## src/rtl/cpss_pkg.sv

```systemverilog
// ---------------------------------------------------------------------------
// cpss_pkg
// Types, codes and helpers shared by the page stream statistics block.
// ---------------------------------------------------------------------------
package cpss_pkg;

  typedef enum logic [1:0] {
    ST_EXISTING = 2'd0,
    ST_NEW      = 2'd1,
    ST_FULL     = 2'd2
  } status_t;

  typedef enum logic [2:0] {
    S_IDLE,
    S_SCAN,
    S_UPD,
    S_ALLOC,
    S_FULL
  } state_t;

  typedef struct packed {
    logic [31:0] pages;
    logic [15:0] min_bytes;
    logic [15:0] max_bytes;
    logic [7:0]  min_packets;
    logic [7:0]  max_packets;
    logic [31:0] packet_sum;
    logic [47:0] byte_sum;
    logic [47:0] payload_sum;
  } stats_t;

  typedef struct packed {
    status_t     status;
    logic [3:0]  stream_index;
    logic [7:0]  full_packets;
    logic [1:0]  partial_packets;
    stats_t      stats;
  } res_t;

  typedef struct packed {
    logic [7:0] full_packets;
    logic [1:0] partial_packets;
  } split_t;

  function automatic split_t packet_split(input logic [7:0] npk, input logic cont,
                                          input logic trunc);
    split_t     s;
    logic [1:0] edges;
    edges = {1'b0, cont} + {1'b0, trunc};
    s = '0;
    if (npk == 8'd1) begin
      if (cont | trunc) s.partial_packets = 2'd1;
      else s.full_packets = 8'd1;
    end else if (npk >= 8'd2) begin
      s.partial_packets = edges;
      s.full_packets    = npk - {6'd0, edges};
    end
    return s;
  endfunction

endpackage

```

## src/rtl/cpss_ram.sv

```systemverilog
// ---------------------------------------------------------------------------
// cpss_ram
// Generic single-write, single-read RAM with registered read data.
// ---------------------------------------------------------------------------
module cpss_ram #(
  parameter int WIDTH = 32,
  parameter int DEPTH = 16,
  parameter int AW    = (DEPTH > 1) ? $clog2(DEPTH) : 1
) (
  input  logic             clk,
  input  logic             we,
  input  logic [AW-1:0]    waddr,
  input  logic [WIDTH-1:0] wdata,
  input  logic             re,
  input  logic [AW-1:0]    raddr,
  output logic [WIDTH-1:0] rdata
);

  logic [WIDTH-1:0] mem [DEPTH];

  always_ff @(posedge clk) begin
    if (we) mem[waddr] <= wdata;
    if (re) rdata <= mem[raddr];
  end

endmodule

```

## src/rtl/cpss_engine.sv

```systemverilog
// ---------------------------------------------------------------------------
// cpss_engine
// Serial scan over the stream table and read-modify-write of one entry.
// ---------------------------------------------------------------------------
module cpss_engine #(
  parameter int MAX_STREAMS = 16
) (
  input  logic              clk,
  input  logic              rst,
  input  logic              in_valid,
  output logic              in_stall,
  input  logic [31:0]       serial_no,
  input  logic [7:0]        packet_count,
  input  logic [15:0]       page_bytes,
  input  logic [15:0]       payload_bytes,
  input  logic              first_continues,
  input  logic              last_truncated,
  input  logic              res_free,
  output logic              res_load,
  output cpss_pkg::res_t    res
);
  import cpss_pkg::*;

  localparam int IW = (MAX_STREAMS > 1) ? $clog2(MAX_STREAMS) : 1;
  localparam int CW = $clog2(MAX_STREAMS + 1);

  state_t        state, state_next;
  logic [CW-1:0] used;
  logic [CW-1:0] scan_cnt;
  logic          chk;
  logic [IW-1:0] chk_idx;
  logic [31:0]   serial_q;
  logic [7:0]    npk_q;
  logic [15:0]   pb_q;
  logic [15:0]   db_q;
  split_t        split_q;

  logic [31:0]   ser_rdata;
  stats_t        st_rdata;
  stats_t        st_wdata;
  stats_t        upd;
  stats_t        fresh;
  logic          match;
  logic          issue;
  logic          accept;
  logic          tbl_full;
  logic          ser_we;
  logic          st_we;
  logic [IW-1:0] st_waddr;
  logic [IW-1:0] res_idx;
  logic [IW+3:0] idx_ext;
  logic [32:0]   pkt_sum_w;
  logic [48:0]   byte_sum_w;
  logic [48:0]   pay_sum_w;

  assign accept   = in_valid && !in_stall;
  assign in_stall = (state != S_IDLE);
  assign match    = (state == S_SCAN) && chk && (ser_rdata == serial_q);
  assign issue    = (state == S_SCAN) && !match && (scan_cnt < used);
  assign tbl_full = (used == CW'(MAX_STREAMS));

  cpss_ram #(.WIDTH(32), .DEPTH(MAX_STREAMS)) u_serial_ram (
    .clk   (clk),
    .we    (ser_we),
    .waddr (used[IW-1:0]),
    .wdata (serial_q),
    .re    (issue),
    .raddr (scan_cnt[IW-1:0]),
    .rdata (ser_rdata)
  );

  cpss_ram #(.WIDTH($bits(stats_t)), .DEPTH(MAX_STREAMS)) u_stats_ram (
    .clk   (clk),
    .we    (st_we),
    .waddr (st_waddr),
    .wdata (st_wdata),
    .re    (issue),
    .raddr (scan_cnt[IW-1:0]),
    .rdata (st_rdata)
  );

  always_comb begin
    pkt_sum_w  = {1'b0, st_rdata.packet_sum} + {25'd0, npk_q};
    byte_sum_w = {1'b0, st_rdata.byte_sum} + {33'd0, pb_q};
    pay_sum_w  = {1'b0, st_rdata.payload_sum} + {33'd0, db_q};
    upd.pages       = (&st_rdata.pages) ? st_rdata.pages : st_rdata.pages + 32'd1;
    upd.min_bytes   = (pb_q < st_rdata.min_bytes) ? pb_q : st_rdata.min_bytes;
    upd.max_bytes   = (pb_q > st_rdata.max_bytes) ? pb_q : st_rdata.max_bytes;
    upd.min_packets = (npk_q < st_rdata.min_packets) ? npk_q : st_rdata.min_packets;
    upd.max_packets = (npk_q > st_rdata.max_packets) ? npk_q : st_rdata.max_packets;
    upd.packet_sum  = pkt_sum_w[32] ? '1 : pkt_sum_w[31:0];
    upd.byte_sum    = byte_sum_w[48] ? '1 : byte_sum_w[47:0];
    upd.payload_sum = pay_sum_w[48] ? '1 : pay_sum_w[47:0];

    fresh.pages       = 32'd1;
    fresh.min_bytes   = pb_q;
    fresh.max_bytes   = pb_q;
    fresh.min_packets = npk_q;
    fresh.max_packets = npk_q;
    fresh.packet_sum  = {24'd0, npk_q};
    fresh.byte_sum    = {32'd0, pb_q};
    fresh.payload_sum = {32'd0, db_q};
  end

  always_comb begin
    state_next = state;
    res_load   = 1'b0;
    ser_we     = 1'b0;
    st_we      = 1'b0;
    st_waddr   = chk_idx;
    st_wdata   = upd;
    res_idx    = chk_idx;
    res.status = ST_EXISTING;
    res.stats  = upd;
    case (state)
      S_IDLE: begin
        if (accept) state_next = S_SCAN;
      end
      S_SCAN: begin
        if (match) state_next = S_UPD;
        else if (!issue) state_next = tbl_full ? S_FULL : S_ALLOC;
      end
      S_UPD: begin
        if (res_free) begin
          res_load   = 1'b1;
          st_we      = 1'b1;
          state_next = S_IDLE;
        end
      end
      S_ALLOC: begin
        res.status = ST_NEW;
        res.stats  = fresh;
        st_waddr   = used[IW-1:0];
        st_wdata   = fresh;
        res_idx    = used[IW-1:0];
        if (res_free) begin
          res_load   = 1'b1;
          ser_we     = 1'b1;
          st_we      = 1'b1;
          state_next = S_IDLE;
        end
      end
      S_FULL: begin
        res.status = ST_FULL;
        res.stats  = '0;
        res_idx    = '0;
        if (res_free) begin
          res_load   = 1'b1;
          state_next = S_IDLE;
        end
      end
      default: state_next = S_IDLE;
    endcase
    idx_ext             = {4'd0, res_idx};
    res.stream_index    = idx_ext[3:0];
    res.full_packets    = split_q.full_packets;
    res.partial_packets = split_q.partial_packets;
  end

  always_ff @(posedge clk) begin
    if (rst) begin
      state <= S_IDLE;
      used  <= '0;
      chk   <= 1'b0;
    end else begin
      state <= state_next;
      if (state == S_ALLOC && res_free) used <= used + CW'(1);
      if (accept) chk <= 1'b0;
      else if (state == S_SCAN && !match) chk <= issue;
    end
  end

  always_ff @(posedge clk) begin
    if (accept) begin
      serial_q <= serial_no;
      npk_q    <= packet_count;
      pb_q     <= page_bytes;
      db_q     <= payload_bytes;
      split_q  <= packet_split(packet_count, first_continues, last_truncated);
      scan_cnt <= '0;
    end else if (issue) begin
      scan_cnt <= scan_cnt + CW'(1);
      chk_idx  <= scan_cnt[IW-1:0];
    end
  end

endmodule

```

## src/rtl/container_page_stream_stats_top.sv

```systemverilog
// ---------------------------------------------------------------------------
// container_page_stream_stats_top
// Per-stream page statistics: table lookup by serial, saturating update.
// ---------------------------------------------------------------------------
//  channel | handshake          | beat
//  --------+--------------------+-------------------------------------------
//  in      | in_valid/in_stall  | one page descriptor
//  out     | out_valid/out_stall| status, index, packet split, statistics
//
//  From accept to result, the serial memory is scanned one entry per cycle,
//  behind its registered read, until a hit or the last entry in use; then
//  the entry is written back as the result loads into the output register.
//  One descriptor is in work at a time; a finished result waits in the output
//  register while the next descriptor is taken.
//  Reset (rst, synchronous) empties the table; no memory clearing pass.
//  A stalled output holds its beat and holds the write-back of the next one.
// ---------------------------------------------------------------------------
module container_page_stream_stats_top #(
  parameter int MAX_STREAMS = 16
) (
  input  logic        clk,
  input  logic        rst,
  input  logic        in_valid,
  output logic        in_stall,
  input  logic [31:0] serial_no,
  input  logic [7:0]  packet_count,
  input  logic [15:0] page_bytes,
  input  logic [15:0] payload_bytes,
  input  logic        first_continues,
  input  logic        last_truncated,
  output logic        out_valid,
  input  logic        out_stall,
  output logic [1:0]  status,
  output logic [3:0]  stream_index,
  output logic [7:0]  full_packets,
  output logic [1:0]  partial_packets,
  output logic [31:0] pages_seen,
  output logic [15:0] min_page_bytes,
  output logic [15:0] max_page_bytes,
  output logic [7:0]  min_packets,
  output logic [7:0]  max_packets,
  output logic [31:0] packets_total,
  output logic [47:0] bytes_total,
  output logic [47:0] payload_total
);
  import cpss_pkg::*;

  res_t res;
  res_t res_q;
  logic res_load;
  logic res_free;

  assign res_free = !out_valid || !out_stall;

  cpss_engine #(.MAX_STREAMS(MAX_STREAMS)) u_engine (
    .clk             (clk),
    .rst             (rst),
    .in_valid        (in_valid),
    .in_stall        (in_stall),
    .serial_no       (serial_no),
    .packet_count    (packet_count),
    .page_bytes      (page_bytes),
    .payload_bytes   (payload_bytes),
    .first_continues (first_continues),
    .last_truncated  (last_truncated),
    .res_free        (res_free),
    .res_load        (res_load),
    .res             (res)
  );

  always_ff @(posedge clk) begin
    if (rst) begin
      out_valid <= 1'b0;
    end else if (res_load) begin
      out_valid <= 1'b1;
    end else if (!out_stall) begin
      out_valid <= 1'b0;
    end
  end

  always_ff @(posedge clk) begin
    if (res_load) res_q <= res;
  end

  assign status          = res_q.status;
  assign stream_index    = res_q.stream_index;
  assign full_packets    = res_q.full_packets;
  assign partial_packets = res_q.partial_packets;
  assign pages_seen      = res_q.stats.pages;
  assign min_page_bytes  = res_q.stats.min_bytes;
  assign max_page_bytes  = res_q.stats.max_bytes;
  assign min_packets     = res_q.stats.min_packets;
  assign max_packets     = res_q.stats.max_packets;
  assign packets_total   = res_q.stats.packet_sum;
  assign bytes_total     = res_q.stats.byte_sum;
  assign payload_total   = res_q.stats.payload_sum;

endmodule

```

## config.mk

```make
export PLATFORM = sky130hd
export DESIGN_NAME = container_page_stream_stats_top
export DESIGN_NICKNAME = d
export VERILOG_FILES = /design/src/rtl/cpss_pkg.sv /design/src/rtl/cpss_ram.sv /design/src/rtl/cpss_engine.sv /design/src/rtl/container_page_stream_stats_top.sv
export SDC_FILE = /design/constraint.sdc
export NUM_CORES = 2
export LEC_CHECK = 0
export BUFFER_PORTS_ARGS = -buffer_cell sky130_fd_sc_hd__buf_4
export CORE_ASPECT_RATIO = 0.5
export CORE_MARGIN = 4
export CORE_UTILIZATION = 50
export DETAILED_ROUTE_END_ITERATION = 6
export GPL_TIMING_DRIVEN = 1
export PLACE_DENSITY = 0.66
export SLEW_MARGIN = 0
export SYNTH_ARGS = -nofsm -noshare
export SYNTH_HDL_FRONTEND = slang
export SYNTH_SLANG_ARGS = --single-unit
```

## constraint.sdc

```tcl
create_clock -name clk -period 36.5 [get_ports clk]
set_input_delay 5.475 -clock clk [delete_from_list [all_inputs] [get_ports clk]]
set_output_delay 5.475 -clock clk [all_outputs]
set_load 0.005 [all_outputs]
```

# Word level (Yosys, flattened, before mapping)
# Memory sizes are Yosys's and may differ from the RTL's. A register that Yosys moved wholly into a read port is not among the register bits.
# Index checks and enable logic that the tools add are counted.
# W data, S select, Z words.
dict set report totals {
  elab_cells 105
  regBits 325
  n_memories 2
  in_bits 78
  output_inout_bits 226
  ramBits 3840
}
dict set report classes {
  n_lt_le_gt_ge 6
  bitwise 2
  n_addsub 8
  mux 33
  n_reduce_logical 19
  n_eq_ne 11
}
# memory words width read_ports rd_ports_with_merged_regs wr line
set mem_list {}
lappend mem_list {u_engine.u_stats_ram.mem 16 208 1 1 1 cpss_ram.sv:19} ;# logic [WIDTH-1:0] mem [DEPTH];
lappend mem_list {u_engine.u_serial_ram.mem 16 32 1 1 1 cpss_ram.sv:19}
# operator n
set op_table {}
lappend op_table {{$pmux W208 S2} 1}
lappend op_table {{$mux W208} 1}
lappend op_table {{$add A48 B16 Y49} 2}
lappend op_table {{$mux W48} 2}
lappend op_table {{$mux W32} 2}
lappend op_table {{$add A32 B8 Y33} 1}
lappend op_table {{$add A32 B1 Y32 const B} 1}
lappend op_table {{$eq A32 B32 Y1} 1}
lappend op_table {{$mux W16} 2}
lappend op_table {{$reduce_and A32 Y1} 1}
lappend op_table {{$mux W10} 2}
lappend op_table {{$gt A16 B16 Y1} 1}
lappend op_table {{$lt A16 B16 Y1} 1}
lappend op_table {{$mux W8} 2}
lappend op_table {{$mux W3} 5}
lappend op_table {{$mux W1} 12}
lappend op_table {{$add A5 B1 Y5 const B} 2}
lappend op_table {{$pmux W3 S3} 1}
lappend op_table {{$eq A8 B1 Y1 const B} 1}
lappend op_table {{$ge A8 B2 Y1 const B} 1}
lappend op_table {{$gt A8 B8 Y1} 1}
lappend op_table {{$lt A8 B8 Y1} 1}
lappend op_table {{$pmux W4 S2} 1}
lappend op_table {{$sub A8 B2 Y8} 1}
lappend op_table {{other kinds (21)} 33}

# Longest topological paths before layout
dict set report logic_depth {
  word_depth 9
  depth_mapped 11
  ltp_nobuf 9
}

# By module
# From an unflattened synthesis, not the netlist that was laid out.
dict set report hier_totals {
  cells_unflattened 8264
  hier_area_um2 171413.1
}
# module seq_area_each_um2 area_per_inst_um2 cells_per_inst instances
set by_module_without_submodules {}
lappend by_module_without_submodules {{cpss_ram (u_engine.u_stats_ram)} 106181.8 131268.4 5439 1}
lappend by_module_without_submodules {{cpss_ram (u_engine.u_serial_ram)} 16335.7 20155.6 838 1}
lappend by_module_without_submodules {cpss_engine 2862.7 13230.2 1759 1}
lappend by_module_without_submodules {container_page_stream_stats_top 6746.5 6759.0 228 1}

# Least setup slack after synthesis
# No wires, ideal clock.
dict set report synth_timing {
  path_type {input to register}
  start {in out_stall}
  end {reg res_q (netlist bit bytes_total[0]) (enable)}
  stages 3
  arrival_time_ps 15079
  n_path_buf 1
  path_slack_ps 20609
  required_time_ps 35688
  path_cell_list {and2_1 > clkbuf_1 > nor2_1}
}
dict set report synth_between {
  elab_chain_len 4
}
# item line
set synth_lines {}
lappend synth_lines {{from (decl)} container_page_stream_stats_top.sv:32} ;# input logic out_stall,
lappend synth_lines {{$logic_not A1 Y1} --}
lappend synth_lines {{$logic_or A1 B1 Y1} container_page_stream_stats_top.sv:53} ;# assign res_free = !out_valid || !out_stall;
lappend synth_lines {{$mux W1} {cpss_engine.sv:124, cpss_engine.sv:136, cpss_engine.sv:147}}
lappend synth_lines {{$mux W1} --}
lappend synth_lines {{net res_load} container_page_stream_stats_top.sv:50} ;# logic res_load;
lappend synth_lines {{to (signal assigned)} container_page_stream_stats_top.sv:82} ;# if (res_load) res_q <= res;
lappend synth_lines {{to (decl)} container_page_stream_stats_top.sv:49} ;# res_t res_q;
# The timed path passes the listed nets, and every way through them passes these cells.
# A chain may end at the register's enable or synchronous reset.

# Worst setup path in the final report
dict set report layout_timing {
  start {in out_stall}
  end {mem u_engine.u_stats_ram.mem[2][74] (netlist bit) (enable)}
}
dict set report layout_between {
  elab_chain_len 6
}
# item line
set layout_lines {}
lappend layout_lines {{$logic_not A1 Y1} --}
lappend layout_lines {{$logic_or A1 B1 Y1} container_page_stream_stats_top.sv:53}
lappend layout_lines {{$mux W1} {cpss_engine.sv:124, cpss_engine.sv:136}}
lappend layout_lines {{$mux W1} --}
lappend layout_lines {{$mux W1} cpss_ram.sv:22} ;# if (we) mem[waddr] <= wdata;
lappend layout_lines {{$mux W1 (implied by the code)} cpss_ram.sv:22}
lappend layout_lines {{to (decl)} cpss_ram.sv:19}
# Every way passes these cells.

==> flow_metrics.py <==
metrics = {
    "status": {
        "status": "complete, but fails checks",
        "violations": "design-rule violations",
    },
    "clock_network": {
        "post_cts_resize_count": 0,
        "cts_tree": "done",
        "clock_tree.htree_level_count": 5,
        "cts_setup_buffers": 0,
        "cts.clk_slew.worst_paths_ns": 0.06,
        "cts.sinks": 4405,
        "ctsLongestPathBuffers": 4,
        "tritoncts.num_buffers": 383,
        "clk_root_buffer_cell": "clkbuf_16",
        "clock_latency_ns": 0.94,
        "post_cts_hold_buffer_count": 0,
    },
    "synthesis": {
        "ys_top_cells_by_count": "4390 x edfxtp_1, 1200 x mux4_2, 287 x clkbuf_1",
        "yosys_register_bits": 4405,
        "synth-main-ff-cell": "edfxtp_1",
        "mappedNetlistArea_sq_um": 171000,
        "yosysMostFrequentCell": "edfxtp_1",
        "netlist.area_leader.share_pct": 77.2,
        "synthesis.nets": 7759,
        "synth_seq_area_share_pct": 77.4,
        "synth.distinct_cells": 73,
        "postSynth.asyncResetShare_pct": 0,
        "synth-edff-count": 4390,
        "synth_area_per_cell_sq_um": 22.5,
        "netlist_top_cells_area": "edfxtp_1 77%, mux4_2 16%, ha_1 0.73%, clkbuf_1 0.63%, nor2_1 0.61%",
        "library_cell_with_the_largest_summed_area_after_synthesis": "edfxtp_1",
        "yosysWarnings": 0,
        "synthCells": 7577,
    },
    "critical_path": {
        "end_kind": "flop",
        "worstReg2RegStart": "u_engine.scan_cnt[0]$_SDFFE_PP0P_",
        "timing.reg2reg.setup_slack_ns": 29.68,
        "critical_path_peak_fanout": 47,
        "critPathRequiredTime_ns": 37.03,
        "r2r_cells": 8,
        "worst_setup_path_start_kind": "input port",
        "worstPathArrival_ns": 9.93,
        "worst-setup-path-type": "input port to flop",
        "r2r-end": "u_engine.u_stats_ram.rdata[67]$_DFFE_PP_",
    },
    "worst_hold_path": {
        "hold-path-endpoint": "full_packets[3]$_DFFE_PP_",
        "worst_hold_path_type": "flop to flop",
        "hold-path-cell-count": 0,
        "hold_path.startpoint": "u_engine.res[213]$_SDFFCE_PP0P_",
    },
    "layout": {
        "finalNetCount": 8325,
        "ratio_of_cells_with_drive_above_1_in_the_final_layout_pct": 28.2,
        "syn_to_final_growth_pct": 12.3,
    },
    "routing": {
        "post_route_drc_violation_count": 2,
        "wl_per_cell_um": 31.5,
        "routed-via-count": 81516,
        "via_per_inst": 6.29,
        "firstDrtPassIters": 7,
        "postRouteWirelength_um": 409000,
        "drtAntennaViolNets": 0,
        "drt-initial-drc-count": 10170,
    },
    "grt": {
        "globalRouteTotalUtil_pct": 23.1,
        "grt_start_max_net_pins": 129,
        "antenna_violations_before_repair": 11,
        "grt_overflow": 0,
        "first_pass_grt_wire_length_um": 592000,
        "first_global_vias": 81925,
    },
    "timing": {
        "rsz_0062_raised_after_global_routing": "false",
        "final.period_utilization_pct": 25.8,
        "timing_hold_violations_final": 0,
        "timing.final.max_slew_violations": 0,
        "post-route-worst-setup-slack_ns": 27.10,
        "fin_tns_setup_ns": 0,
        "worstMarginPinSlew_ns": 1.43,
        "timing.fmax_mhz": 106,
        "finClkSkew_ns": 0.0794,
        "report.final.setup_viol": 0,
        "slew_headroom_pct": 4.67,
        "timing.final.crit_period_ns": 9.40,
    },
    "flow_run": {
        "max_cap_violations": 0,
    },
    "placement": {
        "port-buffer-count": 303,
        "place_congestion": 0.839,
        "detailedPlace.worstSlack_ns": 26.13,
        "dpl.hpwl_um": 229000,
    },
    "die": {
        "floorplan.die.width_um": 834,
        "die_y_um": 421,
        "floorplan.rows": 151,
        "core_region_area_sq_um": 339000,
        "num_io_pins": 304,
        "die_area_sq_um": 351000,
        "starting_utilization_of_the_core_area_pct": 50.3,
    },
    "power": {
        "power_leakage_nw": 58.8,
        "power_density_nw_per_um2": 56.8,
        "max-vdd-ir-drop_uv": 40.2,
    },
}
critical path, cell delays in order:
cell and delay (ns):
buf_4 0.14, nand2_1 0.09, and2_0 0.38, o211ai_1 0.35, nor2_4 0.30, buf_4 0.55
buf_4 0.86, buf_4 0.82, buf_4 0.86
report_power, final:
part           internal [mW]  leakage (nW)  switching (mW)  total [mW]
registers               5.88          39.7          0.0670        5.95
clock network           2.24          5.97            1.78        4.02
logic                  0.322          13.1           0.591       0.913
total                   8.44          58.8            2.44        10.9
flip-flops by register name (all words and copies together), names as in the netlist, 8 cells and up:
| signal | flops |
|---|---|
| payload_total | 48 |
| u_engine.u_serial_ram.mem | 512 |
| bytes_total | 48 |
| u_engine.res | 10 |
| u_engine.u_serial_ram.rdata | 32 |
| max_packets | 8 |
| u_engine.u_stats_ram.rdata | 208 |
| u_engine.npk_q | 8 |
| u_engine.u_stats_ram.mem | 3328 |
| min_packets | 8 |
| u_engine.serial_q | 32 |
| max_page_bytes | 16 |
| pages_seen | 32 |
| u_engine.db_q | 16 |
| packets_total | 32 |
| min_page_bytes | 16 |
| u_engine.pb_q | 16 |
| full_packets | 8 |
layout by cell type, fill, tap and decap left out, types with 21 or more instances in the layout:
master / count
edfxtp_1: 4390
mux4_2: 1200
buf_4: 532
clkbuf_16: 392
nor2_1: 251
a21oi_1: 205
nand2_1: 130
ha_1: 100
xor2_1: 98
o21ai_0: 91
clkinv_1: 84
clkinv_2: 81
inv_1: 74
clkbuf_1: 69
xnor2_1: 57
nand4_1: 49
a22o_1: 48
nand3_1: 43
nor3_1: 39
bufinv_16: 39
a21o_1: 38
mux2_2: 36
and3_1: 33
nor2_4: 27
and2_1: 25
a31oi_1: 21
cell families (layout without fill, tap and decap cells):
logic type | Yosys count | count (layout) | share of synthesized area [%]
flip-flops | 4405 | 4405 | 77.4
multiplexers | 1253 | 1253 | 16.2
AND/OR/NAND/NOR | 691 | 691 | 1.93
AO/OA/AOI/OAI | 526 | 526 | 1.96
buffers and inverters | 443 | 1306 | 1.00
XOR/XNOR | 155 | 155 | 0.795
adder cells (fa/ha/maj) | 104 | 104 | 0.780
other | 0 | 5 | 0
metal layers:
| metal | part of all wire (%) | vias up | wire length, um | global-route usage, % |
|---|---|---|---|---|
| met5 | 0.0015 | - | 6 | 0 |
| met4 | 3.2 | 2 | 13200 | 6.77 |
| met3 | 7.0 | 620 | 28400 | 3.08 |
| met2 | 49 | 3491 | 199000 | 36.8 |
| met1 | 41 | 44197 | 168000 | 33.8 |
| li1 | - | 33206 | - | - |
how the worst max path moves through the flow:
| stage | from | to | slack (ns) | depth (start not counted) |
|---|---|---|---|---|
| after detailed placement | out_stall | u_engine.u_stats_ram.mem[2][79]$_DFFE_PP_ | 26.13 | 9 |
| after global placement | out_stall | u_engine.u_stats_ram.mem[2][75]$_DFFE_PP_ | 26.18 | 9 |
| after global routing | out_stall | u_engine.u_stats_ram.mem[2][74]$_DFFE_PP_ | 26.95 | 9 |
| after floorplan | out_stall | bytes_total[0]$_DFFE_PP_ | 20.61 | 3 |
| final | out_stall | u_engine.u_stats_ram.mem[2][74]$_DFFE_PP_ | 27.10 | 9 |
| after CTS | out_stall | u_engine.u_stats_ram.mem[2][67]$_DFFE_PP_ | 27.13 | 9 |
stage by stage:
| stage | cells | power, mW | util [%] | hold slack (ns) | area (sq um) |
|---|---|---|---|---|---|
| after CTS | 12949 | 11.0 | 56.5 | 0.420 | 192000 |
| after global routing | 12953 | 11.3 | 56.5 | 0.423 | 192000 |
| final | 12958 | 10.9 | 56.5 | 0.420 | 192000 |
| after detailed placement | 12267 | 6.98 | 52.9 | 0.405 | 180000 |
| after global placement | 12267 | 6.96 | 52.9 | 0.404 | 180000 |
| after floorplan | 7577 | 6.60 | - | 0.400 | 171000 |
area by class of cell:
cell class                      instances  area (sq um)
Clock inverter                        221          2050
Sequential cell                      4405        132000
Timing Repair Buffer                  547          4290
Inverter                               77           302
Multi-Input combinational cell       2729         37200
Clock buffer                          461         10100
Tap cell                             4513          5650
Antenna cell                            5          12.5
Fill cell                           24511        148000
(Power assumes the default switching activity.)
